<file path="src/hdl/drr_pkg.sv">
// constants, codes and small helper functions of the deficit round robin scheduler
// no dependencies; imported by deficit_round_robin_scheduler
package drr_pkg;

    localparam int QUEUE_DEPTH = 16;
    localparam int NUM_CLASSES = 3;

    localparam int CLS_W   = 2;
    localparam int LEN_W   = 16;
    localparam int QUANT_W = 16;
    localparam int WGT_W   = 8;
    localparam int CREDIT_W = QUANT_W + WGT_W;
    localparam int DEF_W   = 32;
    localparam int STAT_W  = 2;
    localparam int CMD_W   = 1;
    localparam int REG_W   = 2;

    localparam int HEAD_W = $clog2(QUEUE_DEPTH);
    localparam int CNT_W  = $clog2(QUEUE_DEPTH + 1);
    localparam int ADDR_W = $clog2(NUM_CLASSES * QUEUE_DEPTH);

    // quotient of a length by a credit, visit count and credit product
    localparam int Q_W    = LEN_W;
    localparam int VIS_W  = Q_W + 1;
    localparam int PROD_W = VIS_W + CREDIT_W;
    localparam int SUM_W  = PROD_W + 1;
    localparam int T_W    = Q_W + 2;
    localparam int REM_W  = CREDIT_W + 1;
    localparam int DCNT_W = $clog2(LEN_W);

    localparam int IN_TDATA_W  = ((CLS_W + LEN_W + 7) / 8) * 8;
    localparam int OUT_TDATA_W = ((CLS_W + LEN_W + 7) / 8) * 8;

    localparam logic [CMD_W-1:0] CMD_ENQ = 1'b0;
    localparam logic [CMD_W-1:0] CMD_DEQ = 1'b1;

    localparam logic [STAT_W-1:0] STAT_ENQ    = 2'd0;
    localparam logic [STAT_W-1:0] STAT_DROP   = 2'd1;
    localparam logic [STAT_W-1:0] STAT_SERVED = 2'd2;
    localparam logic [STAT_W-1:0] STAT_NONE   = 2'd3;

    localparam logic [REG_W-1:0] REG_QUANTUM = 2'd0;
    localparam logic [REG_W-1:0] REG_WEIGHT0 = 2'd1;
    localparam logic [REG_W-1:0] REG_WEIGHT1 = 2'd2;
    localparam logic [REG_W-1:0] REG_WEIGHT2 = 2'd3;

    localparam logic [CLS_W-1:0] CLS_UNMATCHED = 2'd3;
    localparam logic [CLS_W-1:0] CLS_LAST      = CLS_W'(NUM_CLASSES - 1);

    localparam logic [QUANT_W-1:0] QUANTUM_RST = 16'd1500;
    localparam logic [WGT_W-1:0]   WEIGHT_RST  = 8'd1;

    typedef logic [CLS_W-1:0] t_cls;

    // distance from the round pointer to class c, in visits
    function automatic t_cls cls_off(input t_cls c, input t_cls rp);
        logic [CLS_W:0] s;
        s = {1'b0, c} + (CLS_W + 1)'(NUM_CLASSES) - {1'b0, rp};
        if (s >= (CLS_W + 1)'(NUM_CLASSES)) begin
            s = s - (CLS_W + 1)'(NUM_CLASSES);
        end
        return s[CLS_W-1:0];
    endfunction

    function automatic t_cls cls_next(input t_cls c);
        return (c == CLS_LAST) ? '0 : c + 1'b1;
    endfunction

endpackage

</file>
<file path="src/hdl/drr_ram.sv">
// generic simple dual-port ram, one write and one registered read per cycle
// no dependencies
module drr_ram #(
    parameter int WIDTH = 16,
    parameter int DEPTH = 48
) (
    input  logic                     i_clk,
    input  logic                     i_we,
    input  logic [$clog2(DEPTH)-1:0] i_waddr,
    input  logic [WIDTH-1:0]         i_wdata,
    input  logic [$clog2(DEPTH)-1:0] i_raddr,
    output logic [WIDTH-1:0]         o_rdata
);

    logic [WIDTH-1:0] r_mem [DEPTH];
    logic [WIDTH-1:0] r_rdata;

    always_ff @(posedge i_clk) begin
        if (i_we) begin
            r_mem[i_waddr] <= i_wdata;
        end
        r_rdata <= r_mem[i_raddr];
    end

    assign o_rdata = r_rdata;

endmodule

</file>
<file path="src/hdl/deficit_round_robin_scheduler.sv">
// deficit round robin scheduler over three class queues of packet lengths
// enqueue: the word is registered, then the ram write and the result register are updated
//   together once the result slot is free; dequeue: per class a head read and a credit
//   check, plus a bit-serial divider pass for a class whose head needs a quotient, then
//   selection and, for a served head, deficit update through the shared multiplier
// one word in flight; the input is ready again once the result of the last word is registered
// synchronous active-low reset clears counts, deficits, pointer and reloads registers;
//   the queue ram is not cleared
module deficit_round_robin_scheduler (
    input  logic                           i_clk,
    input  logic                           i_rst_n,
    // input stream
    input  logic                           i_s_tvalid,
    output logic                           o_s_tready,
    input  logic [drr_pkg::IN_TDATA_W-1:0] i_s_tdata,   // class_index, packet_length
    input  logic                           i_s_tuser,   // cmd
    // result stream
    output logic                           o_m_tvalid,
    input  logic                           i_m_tready,
    output logic [drr_pkg::OUT_TDATA_W-1:0] o_m_tdata,  // served_class, served_length
    output logic [drr_pkg::STAT_W-1:0]     o_m_tuser,   // status
    // configuration writes
    input  logic                           i_cfg_valid,
    output logic                           o_cfg_ready,
    input  logic [drr_pkg::REG_W-1:0]      i_cfg_index,
    input  logic [drr_pkg::QUANT_W-1:0]    i_cfg_data
);
    import drr_pkg::*;

    localparam logic [3:0] S_IDLE = 4'd0;
    localparam logic [3:0] S_ENQ  = 4'd1;
    localparam logic [3:0] S_RD   = 4'd2;
    localparam logic [3:0] S_CHK  = 4'd3;
    localparam logic [3:0] S_DIV  = 4'd4;
    localparam logic [3:0] S_SEL  = 4'd5;
    localparam logic [3:0] S_MUL  = 4'd6;
    localparam logic [3:0] S_ACC  = 4'd7;
    localparam logic [3:0] S_OUT  = 4'd8;

    // control state
    logic [3:0]        r_state, n_state;
    t_cls              r_cls, n_cls;
    logic [HEAD_W-1:0] r_head [NUM_CLASSES];
    logic [HEAD_W-1:0] n_head [NUM_CLASSES];
    logic [CNT_W-1:0]  r_count [NUM_CLASSES];
    logic [CNT_W-1:0]  n_count [NUM_CLASSES];
    logic [DEF_W-1:0]  r_deficit [NUM_CLASSES];
    logic [DEF_W-1:0]  n_deficit [NUM_CLASSES];
    t_cls              r_rp, n_rp;
    logic [QUANT_W-1:0] r_quantum, n_quantum;
    logic [WGT_W-1:0]  r_weight [NUM_CLASSES];
    logic [WGT_W-1:0]  n_weight [NUM_CLASSES];
    logic              r_out_valid, n_out_valid;
    logic [DCNT_W-1:0] r_dcnt, n_dcnt;

    // payload
    logic [CMD_W-1:0]    r_cmd, n_cmd;
    t_cls                r_in_cls, n_in_cls;
    logic [LEN_W-1:0]    r_in_len, n_in_len;
    logic [CREDIT_W-1:0] r_credit [NUM_CLASSES];
    logic [CREDIT_W-1:0] n_credit [NUM_CLASSES];
    logic [LEN_W-1:0]    r_need [NUM_CLASSES];
    logic [LEN_W-1:0]    n_need [NUM_CLASSES];
    logic [Q_W-1:0]      r_q [NUM_CLASSES];
    logic [Q_W-1:0]      n_q [NUM_CLASSES];
    logic                r_ok [NUM_CLASSES];
    logic                n_ok [NUM_CLASSES];
    t_cls                r_best, n_best;
    logic [Q_W-1:0]      r_bestq, n_bestq;
    logic [STAT_W-1:0]   r_res, n_res;
    logic [PROD_W-1:0]   r_prod, n_prod;
    logic [REM_W-1:0]    r_rem, n_rem;
    logic [Q_W-1:0]      r_quo, n_quo;
    logic [STAT_W-1:0]   r_out_status, n_out_status;
    t_cls                r_out_class, n_out_class;
    logic [LEN_W-1:0]    r_out_len, n_out_len;

    // shared multiplier
    logic [VIS_W-1:0]    mul_a;
    logic [CREDIT_W-1:0] mul_b;
    logic [PROD_W-1:0]   mul_p;

    // divider step
    logic [REM_W-1:0] div_sh;
    logic             div_ge;

    // ram
    logic              ram_we;
    logic [ADDR_W-1:0] ram_waddr;
    logic [ADDR_W-1:0] ram_raddr;
    logic [LEN_W-1:0]  ram_rdata;

    // selection
    logic       sel_found;
    logic       sel_any;
    t_cls       sel_best;
    logic [T_W-1:0] sel_t;
    logic [T_W-1:0] cand_t;

    logic              slot_free;
    logic              s_accept;
    logic [CNT_W:0]    tail_sum;
    logic [HEAD_W-1:0] tail_ptr;
    logic [DEF_W:0]    chk_sum;
    logic [SUM_W-1:0]  acc_sum;
    t_cls              off_b;
    t_cls              off_c;

    assign o_s_tready  = (r_state == S_IDLE);
    assign o_cfg_ready = 1'b1;
    assign s_accept    = i_s_tvalid && o_s_tready;
    assign slot_free   = !r_out_valid || i_m_tready;

    assign o_m_tvalid = r_out_valid;
    assign o_m_tuser  = r_out_status;
    assign o_m_tdata  = {(OUT_TDATA_W - CLS_W - LEN_W)'(0), r_out_len, r_out_class};

    assign mul_p = PROD_W'(mul_a) * PROD_W'(mul_b);

    assign div_sh = {r_rem[REM_W-2:0], r_quo[Q_W-1]};
    assign div_ge = div_sh >= REM_W'(r_credit[r_cls]);

    assign tail_sum = (CNT_W + 1)'(r_head[r_in_cls]) + (CNT_W + 1)'(r_count[r_in_cls]);
    assign tail_ptr = (tail_sum >= (CNT_W + 1)'(QUEUE_DEPTH))
                    ? HEAD_W'(tail_sum - (CNT_W + 1)'(QUEUE_DEPTH))
                    : HEAD_W'(tail_sum);

    assign ram_waddr = ADDR_W'(ADDR_W'(r_in_cls) * ADDR_W'(QUEUE_DEPTH) + ADDR_W'(tail_ptr));
    assign ram_raddr = ADDR_W'(ADDR_W'(r_cls) * ADDR_W'(QUEUE_DEPTH) + ADDR_W'(r_head[r_cls]));
    assign ram_we    = (r_state == S_ENQ) && slot_free
                    && (r_count[r_in_cls] < CNT_W'(QUEUE_DEPTH));

    assign chk_sum = (DEF_W + 1)'(r_deficit[r_cls]) + (DEF_W + 1)'(r_credit[r_cls]);
    assign off_b   = cls_off(r_best, r_rp);
    assign off_c   = cls_off(r_cls, r_rp);

    drr_ram #(
        .WIDTH (LEN_W),
        .DEPTH (NUM_CLASSES * QUEUE_DEPTH)
    ) u_fifo_ram (
        .i_clk   (i_clk),
        .i_we    (ram_we),
        .i_waddr (ram_waddr),
        .i_wdata (r_in_len),
        .i_raddr (ram_raddr),
        .o_rdata (ram_rdata)
    );

    // earliest serving visit: offset plus three visits per extra round
    always_comb begin
        sel_found = 1'b0;
        sel_any   = 1'b0;
        sel_best  = '0;
        sel_t     = '0;
        cand_t    = '0;
        for (int c = 0; c < NUM_CLASSES; c++) begin
            cand_t = T_W'(cls_off(CLS_W'(c), r_rp)) + T_W'({r_q[c], 1'b0}) + T_W'(r_q[c]);
            if (r_count[c] != '0) begin
                sel_any = 1'b1;
            end
            if (r_ok[c] && (!sel_found || cand_t < sel_t)) begin
                sel_found = 1'b1;
                sel_t     = cand_t;
                sel_best  = CLS_W'(c);
            end
        end
    end

    always_comb begin
        n_state      = r_state;
        n_cls        = r_cls;
        n_head       = r_head;
        n_count      = r_count;
        n_deficit    = r_deficit;
        n_rp         = r_rp;
        n_quantum    = r_quantum;
        n_weight     = r_weight;
        n_out_valid  = r_out_valid;
        n_dcnt       = r_dcnt;
        n_cmd        = r_cmd;
        n_in_cls     = r_in_cls;
        n_in_len     = r_in_len;
        n_credit     = r_credit;
        n_need       = r_need;
        n_q          = r_q;
        n_ok         = r_ok;
        n_best       = r_best;
        n_bestq      = r_bestq;
        n_res        = r_res;
        n_prod       = r_prod;
        n_rem        = r_rem;
        n_quo        = r_quo;
        n_out_status = r_out_status;
        n_out_class  = r_out_class;
        n_out_len    = r_out_len;
        mul_a        = '0;
        mul_b        = '0;
        acc_sum      = '0;

        if (r_out_valid && i_m_tready) begin
            n_out_valid = 1'b0;
        end

        if (i_cfg_valid) begin
            unique case (i_cfg_index)
                REG_QUANTUM: n_quantum   = i_cfg_data;
                REG_WEIGHT0: n_weight[0] = i_cfg_data[WGT_W-1:0];
                REG_WEIGHT1: n_weight[1] = i_cfg_data[WGT_W-1:0];
                REG_WEIGHT2: n_weight[2] = i_cfg_data[WGT_W-1:0];
                default: ;
            endcase
        end

        unique case (r_state)
            S_IDLE: begin
                if (s_accept) begin
                    n_cmd    = i_s_tuser;
                    n_in_len = i_s_tdata[CLS_W +: LEN_W];
                    n_in_cls = (i_s_tdata[CLS_W-1:0] == CLS_UNMATCHED)
                             ? CLS_LAST : i_s_tdata[CLS_W-1:0];
                    n_cls    = '0;
                    n_state  = (i_s_tuser == CMD_ENQ) ? S_ENQ : S_RD;
                end
            end
            S_ENQ: begin
                if (slot_free) begin
                    n_out_valid = 1'b1;
                    n_out_class = '0;
                    n_out_len   = '0;
                    if (r_count[r_in_cls] < CNT_W'(QUEUE_DEPTH)) begin
                        n_count[r_in_cls] = r_count[r_in_cls] + 1'b1;
                        n_out_status      = STAT_ENQ;
                    end else begin
                        n_out_status = STAT_DROP;
                    end
                    n_state = S_IDLE;
                end
            end
            S_RD: begin
                mul_a           = VIS_W'(r_quantum);
                mul_b           = CREDIT_W'(r_weight[r_cls]);
                n_credit[r_cls] = mul_p[CREDIT_W-1:0];
                n_state         = S_CHK;
            end
            S_CHK: begin
                n_need[r_cls] = ram_rdata;
                n_q[r_cls]    = '0;
                n_ok[r_cls]   = 1'b0;
                if (r_count[r_cls] != '0 && chk_sum > (DEF_W + 1)'(ram_rdata)) begin
                    // head fits on the first visit
                    n_ok[r_cls] = 1'b1;
                    n_cls   = cls_next(r_cls);
                    n_state = (r_cls == CLS_LAST) ? S_SEL : S_RD;
                end else if (r_count[r_cls] != '0 && r_credit[r_cls] != '0) begin
                    // deficit is below the head length here, so it fits in LEN_W bits
                    n_ok[r_cls] = 1'b1;
                    n_rem   = '0;
                    n_quo   = ram_rdata - r_deficit[r_cls][LEN_W-1:0];
                    n_dcnt  = '0;
                    n_state = S_DIV;
                end else begin
                    n_cls   = cls_next(r_cls);
                    n_state = (r_cls == CLS_LAST) ? S_SEL : S_RD;
                end
            end
            S_DIV: begin
                n_rem  = div_ge ? div_sh - REM_W'(r_credit[r_cls]) : div_sh;
                n_quo  = {r_quo[Q_W-2:0], div_ge};
                n_dcnt = r_dcnt + 1'b1;
                if (r_dcnt == DCNT_W'(LEN_W - 1)) begin
                    n_q[r_cls] = {r_quo[Q_W-2:0], div_ge};
                    n_cls   = cls_next(r_cls);
                    n_state = (r_cls == CLS_LAST) ? S_SEL : S_RD;
                end
            end
            S_SEL: begin
                n_cls   = '0;
                n_best  = sel_best;
                n_bestq = r_q[sel_best];
                if (!sel_any) begin
                    n_rp    = cls_next(r_rp);
                    n_res   = STAT_NONE;
                    n_state = S_OUT;
                end else if (!sel_found) begin
                    n_res   = STAT_NONE;
                    n_state = S_OUT;
                end else begin
                    n_res   = STAT_SERVED;
                    n_state = S_MUL;
                end
            end
            S_MUL: begin
                // visits granted to this class up to and including the serving visit
                if (r_cls == r_best) begin
                    mul_a = VIS_W'(r_bestq) + 1'b1;
                end else if (r_count[r_cls] != '0) begin
                    mul_a = VIS_W'(r_bestq) + VIS_W'(off_b > off_c);
                end else begin
                    mul_a = '0;
                end
                mul_b   = r_credit[r_cls];
                n_prod  = mul_p;
                n_state = S_ACC;
            end
            S_ACC: begin
                acc_sum = SUM_W'(r_deficit[r_cls]) + SUM_W'(r_prod);
                if (r_cls == r_best) begin
                    acc_sum = acc_sum - SUM_W'(r_need[r_cls]);
                end
                n_deficit[r_cls] = (|acc_sum[SUM_W-1:DEF_W]) ? '1 : acc_sum[DEF_W-1:0];
                n_cls   = cls_next(r_cls);
                n_state = (r_cls == CLS_LAST) ? S_OUT : S_MUL;
            end
            S_OUT: begin
                if (slot_free) begin
                    n_out_valid  = 1'b1;
                    n_out_status = r_res;
                    n_out_class  = '0;
                    n_out_len    = '0;
                    if (r_res == STAT_SERVED) begin
                        n_out_class     = r_best;
                        n_out_len       = r_need[r_best];
                        n_head[r_best]  = (r_head[r_best] == HEAD_W'(QUEUE_DEPTH - 1))
                                        ? '0 : r_head[r_best] + 1'b1;
                        n_count[r_best] = r_count[r_best] - 1'b1;
                        n_rp            = cls_next(r_best);
                    end
                    n_state = S_IDLE;
                end
            end
            default: n_state = S_IDLE;
        endcase
    end

    always_ff @(posedge i_clk) begin
        if (!i_rst_n) begin
            r_state     <= S_IDLE;
            r_cls       <= '0;
            r_rp        <= '0;
            r_quantum   <= QUANTUM_RST;
            r_out_valid <= 1'b0;
            r_dcnt      <= '0;
            for (int c = 0; c < NUM_CLASSES; c++) begin
                r_head[c]    <= '0;
                r_count[c]   <= '0;
                r_deficit[c] <= '0;
                r_weight[c]  <= WEIGHT_RST;
            end
        end else begin
            r_state     <= n_state;
            r_cls       <= n_cls;
            r_rp        <= n_rp;
            r_quantum   <= n_quantum;
            r_out_valid <= n_out_valid;
            r_dcnt      <= n_dcnt;
            r_head      <= n_head;
            r_count     <= n_count;
            r_deficit   <= n_deficit;
            r_weight    <= n_weight;
        end
    end

    always_ff @(posedge i_clk) begin
        r_cmd        <= n_cmd;
        r_in_cls     <= n_in_cls;
        r_in_len     <= n_in_len;
        r_credit     <= n_credit;
        r_need       <= n_need;
        r_q          <= n_q;
        r_ok         <= n_ok;
        r_best       <= n_best;
        r_bestq      <= n_bestq;
        r_res        <= n_res;
        r_prod       <= n_prod;
        r_rem        <= n_rem;
        r_quo        <= n_quo;
        r_out_status <= n_out_status;
        r_out_class  <= n_out_class;
        r_out_len    <= n_out_len;
    end

endmodule

</file>
<file path="config.mk">
export PLATFORM = sky130hd
export DESIGN_NAME = deficit_round_robin_scheduler
export DESIGN_NICKNAME = d
export VERILOG_FILES = /design/src/hdl/drr_pkg.sv /design/src/hdl/drr_ram.sv /design/src/hdl/deficit_round_robin_scheduler.sv
export SDC_FILE = /design/constraint.sdc
export NUM_CORES = 2
export LEC_CHECK = 0
export BUFFER_PORTS_ARGS = -buffer_cell sky130_fd_sc_hd__buf_2
export CELL_PAD_IN_SITES_DETAIL_PLACEMENT = 1
export CELL_PAD_IN_SITES_GLOBAL_PLACEMENT = 1
export CORE_MARGIN = 8
export CORE_UTILIZATION = 55
export DETAILED_ROUTE_END_ITERATION = 10
export GPL_TIMING_DRIVEN = 0
export PLACE_DENSITY_LB_ADDON = 0.12
export SKIP_CTS_REPAIR_TIMING = 1
export SYNTH_ARGS = -nofsm -noshare
export SYNTH_HDL_FRONTEND = slang
export SYNTH_SLANG_ARGS = --single-unit
</file>
<file path="constraint.sdc">
create_clock -name i_clk -period 23.6 [get_ports i_clk]
set_clock_uncertainty 0.2 [all_clocks]
set_input_delay 3.54 -clock i_clk [delete_from_list [all_inputs] [get_ports i_clk]]
set_output_delay 3.54 -clock i_clk [all_outputs]
set_load 0.005 [all_outputs]
</file>
==> metrics.sh <==
TIMING.MAX_CAP.VIOLATIONS=0
SYN_TO_FINAL_GROWTH_PCT=11.5
ANTENNA_VIOLATING_NETS_POST_ROUTE=0
POWER_LEAKAGE_nW=32.2
WORST_IR_DROP_VDD_mV=0.110
WL_MM=274
SYNTH.MOST_COMMON_CELL='sky130_fd_sc_hd__edfxtp_1'
SYNTH_EDF_COUNT=1077
YS_TOP_CELLS_BY_COUNT='sky130_fd_sc_hd__edfxtp_1, sky130_fd_sc_hd__nand2_1, sky130_fd_sc_hd__inv_1, sky130_fd_sc_hd__a21oi_1, sky130_fd_sc_hd__nor2_1'
SYNTH_TOP_CELLS_BY_AREA='sky130_fd_sc_hd__edfxtp_1, sky130_fd_sc_hd__fa_1, sky130_fd_sc_hd__ha_1'
CTS-HTREE-LEVELS=4
CTSLONGESTPATHBUFFERS=3
GRT_ANTENNA_BEFORE_REPAIR=25
TIMING.CRITICAL_PATH.FROM='r_cls[0]'
ROUTEDWLPERCELL_UM=29.5
SEQ_AREA_FRAC_SYNTH_PCT=47.9
CLK_LATENCY_PS=820
POSTLAYOUTCELLAREA_UM2=84100
SETUP-VIOLATIONS-FINAL=0
YS_ASYNC_SR_FRACTION_PCT=0
SYNTH_CELLS=7120
SETUP.WORST_PATH.START_CLASS='register'
CRIT_TYPE='reg2reg'
MAXSLEWVIOLCOUNT=0
FILLERS=14400
CTS.SINK_COUNT=1269
GRT_PASS1_VIAS=63100
EFFECTIVE_UTILIZATION_AT_FLOORPLAN_PCT=55.2
DIE_HEIGHT_UM=386
END_KIND='register'
SYNTH.LARGEST_AREA_CELL='sky130_fd_sc_hd__edfxtp_1'
WORSTMARGINPINSLEW_PS=1430
SYNTHESIS.AREA_UM2=75500
GRT_FIRST_PASS_WIRELENGTH_MM=403
YOSYS_WARNINGS=0
TIMING.REG2REG.SETUP_SLACK_PS=8630
FINALCRITPERIODSHARE_PCT=63.4
YS_DOMINANT_REG_CELL='sky130_fd_sc_hd__edfxtp_1'
NNETSFINAL=8164
NUM_IO_PINS=77
DP_SLACK_PS=8570
GRT_MAX_DEGREE=34
REPORT.POWER.TOTAL_W=0.00494
FINAL.SETUP.TNS_PS=0
REG2REGPATHDEPTH=32
GRT_OVERFLOW=0
DIEAREA_UM2=149000
RR_ENDPOINT='r_rem[17]'
DP_HPWL_MM=206
PORT-BUFFER-COUNT=63
ROUTABILITYCONGESTION=0.966
ROUTED-VIA-COUNT=59500
CRITICAL_PATH.ENDPOINT='r_rem[17]'
STATUS='finished clean'
RR_STARTPOINT='r_cls[0]'
CORE-AREA_UM2=137000
TIMING.CRITICAL_PATH.ARRIVAL_PS=15220
SYNTH_CELL_TYPES=85
VIAS_PER_CELL=6.40
ROW_COUNT=136
YS_SEQ_ELEMENTS=1269
CLOCK_TREE.ROOT_CELL='sky130_fd_sc_hd__clkbuf_16'
WORST_HOLD_PATH_TYPE='reg2reg'
POSTSYNTHAREAPERCELL_UM2=10.6
CRITICAL-PATH-MAX-STAGE-DELAY_PS=1060
FINAL_LAYOUT_SIZE_SUFFIX_GT1_SHARE_PCT=6.24
COMBINED_GLOBAL_ROUTE_UTILIZATION_OF_ALL_METAL_LAYERS_PCT=35.6
TIMING.CRITICAL_PATH.FANOUT_MAX=24
LAYOUT_SETUP_WS_PS=8630
RSZ_0062_RAISED_AFTER_GLOBAL_ROUTING='false'
HOLD_VIO_CNT_FINAL=0
CRIT_SLOWEST_CELL='sky130_fd_sc_hd__buf_1'
POST-ROUTE-MIN-PERIOD_PS=14970
NETLIST.AREA_LEADER.SHARE_PCT=42.8
WORST-ENDPOINT-REQUIRED_PS=23850
DR_ITER_0_VIOLS=5743
POWER_PER_CELL_AREA_nW_PER_UM2=58.7
CLOCK.FMAX_MHz=66.8
DIE-WIDTH_UM=386
CTS_MADE_BUFFERS=135
CTS_TREE='done'
PLACE_AREA_UM2=79300
WORST_HOLD_MARGIN_PS=262
CTS.CLK_SLEW.WORST_PATHS_PS=60
RELSLEWSLACK_PCT=4.55
DRC=0
DRT_PRE_ANTENNA_ITERS=7
where the power goes:
part	switching (W)	leakage (nW)	total, W	internal, W
registers	0.0000192	11.2	0.00247	0.00245
logic	0.000156	18.7	0.000230	0.0000732
clock network	0.000972	2.24	0.00224	0.00127
total	0.00115	32.2	0.00494	0.00379
routing by layer:
metal  GRT usage [%]  part of all wire [%]  vias up
met5               0                 0.011        -
met4            19.3                   6.5        4
met3            6.54                   8.2      766
met2            59.7                    48     2994
met1            43.8                    38    30000
li1                -                     -    25700
layout make-up:
cell class	instances	area (um2)	area share, %
clock buffers	176	3620	4.30
multi-input cells	4867	35700	42.4
inverters	612	2300	2.73
flip-flops and latches	1269	36200	43.0
diodes	17	42.5	0.0506
clock inverters	73	1060	1.26
well taps	1794	2240	2.67
repair buffers	121	1500	1.78
plain buffers	377	1510	1.79
sequential cells by signal, indices dropped and copies added, names as in the netlist, 12 cells and up, named ones only:
| signal | flops |
|---|---|
| r_weight | 24 |
| r_quantum | 16 |
| r_bestq | 16 |
| r_count | 15 |
| r_rem | 24 |
| r_in_len | 16 |
| u_fifo_ram.r_mem | 768 |
| u_fifo_ram.o_rdata | 16 |
| r_deficit | 96 |
| r_out_len | 16 |
| r_head | 12 |
| r_need | 48 |
| r_prod | 41 |
| r_quo | 16 |
| r_credit | 72 |
| r_q | 48 |
cells in the final DEF (no fill, tap or decap), types with 43 or more instances in the layout:
| cell | n |
|---|---|
| sky130_fd_sc_hd__a211oi_1 | 230 |
| sky130_fd_sc_hd__a21o_1 | 80 |
| sky130_fd_sc_hd__a21oi_1 | 508 |
| sky130_fd_sc_hd__a22o_1 | 50 |
| sky130_fd_sc_hd__a311oi_1 | 98 |
| sky130_fd_sc_hd__a31oi_1 | 118 |
| sky130_fd_sc_hd__and2_1 | 246 |
| sky130_fd_sc_hd__buf_2 | 70 |
| sky130_fd_sc_hd__clkbuf_1 | 355 |
| sky130_fd_sc_hd__clkbuf_16 | 136 |
| sky130_fd_sc_hd__dfxtp_1 | 192 |
| sky130_fd_sc_hd__edfxtp_1 | 1077 |
| sky130_fd_sc_hd__fa_1 | 343 |
| sky130_fd_sc_hd__ha_1 | 390 |
| sky130_fd_sc_hd__inv_1 | 611 |
| sky130_fd_sc_hd__mux2i_1 | 153 |
| sky130_fd_sc_hd__nand2_1 | 1072 |
| sky130_fd_sc_hd__nand3_1 | 68 |
| sky130_fd_sc_hd__nor2_1 | 385 |
| sky130_fd_sc_hd__nor2_2 | 49 |
| sky130_fd_sc_hd__nor2b_1 | 43 |
| sky130_fd_sc_hd__nor3_1 | 75 |
| sky130_fd_sc_hd__o21ai_0 | 256 |
| sky130_fd_sc_hd__xnor2_1 | 122 |
| sky130_fd_sc_hd__xor2_1 | 63 |
critical path: cells and delay by family, from the launching register on:
kind,cells,cell delay [ps]
adder cells (fa/ha/maj),3,1170
AO/OA/AOI/OAI,13,3640
XOR/XNOR,1,240
flip-flops,1,470
AND/OR/NAND/NOR,4,1300
buffers and inverters,11,7470
cell families after synthesis:
| group | share of synthesized area [%] |
|---|---|
| AOI/OAI and AO/OA | 14.0 |
| xor gates and xnor gates | 2.15 |
| DFF | 47.9 |
| buffers and inverters | 5.04 |
| adders and majority gates | 15.6 |
| muxes | 2.94 |
| other | 0.00995 |
| and+or+nand+nor | 12.4 |
how the worst min path moves through the flow:
stage / startpoint / endpoint / slack, ps / cells after the start
final: r_weight[12] / r_weight[12] / 260 / 2
after detailed placement: r_weight[12] / r_weight[12] / 250 / 2
after floorplan: r_weight[17] / r_weight[17] / 240 / 2
after CTS: r_weight[12] / r_weight[12] / 260 / 2
after global routing: r_weight[12] / r_weight[12] / 280 / 2
after global placement: r_weight[20] / r_weight[20] / 240 / 2
through the flow:
step                util [%]  instances
finish                  61.5       9306
global route            61.5       9293
CTS                     61.4       9281
detailed placement      57.9       9032
global placement        57.1       8982
floorplan                  -       7125
Power figures use the tool's default switching activity.
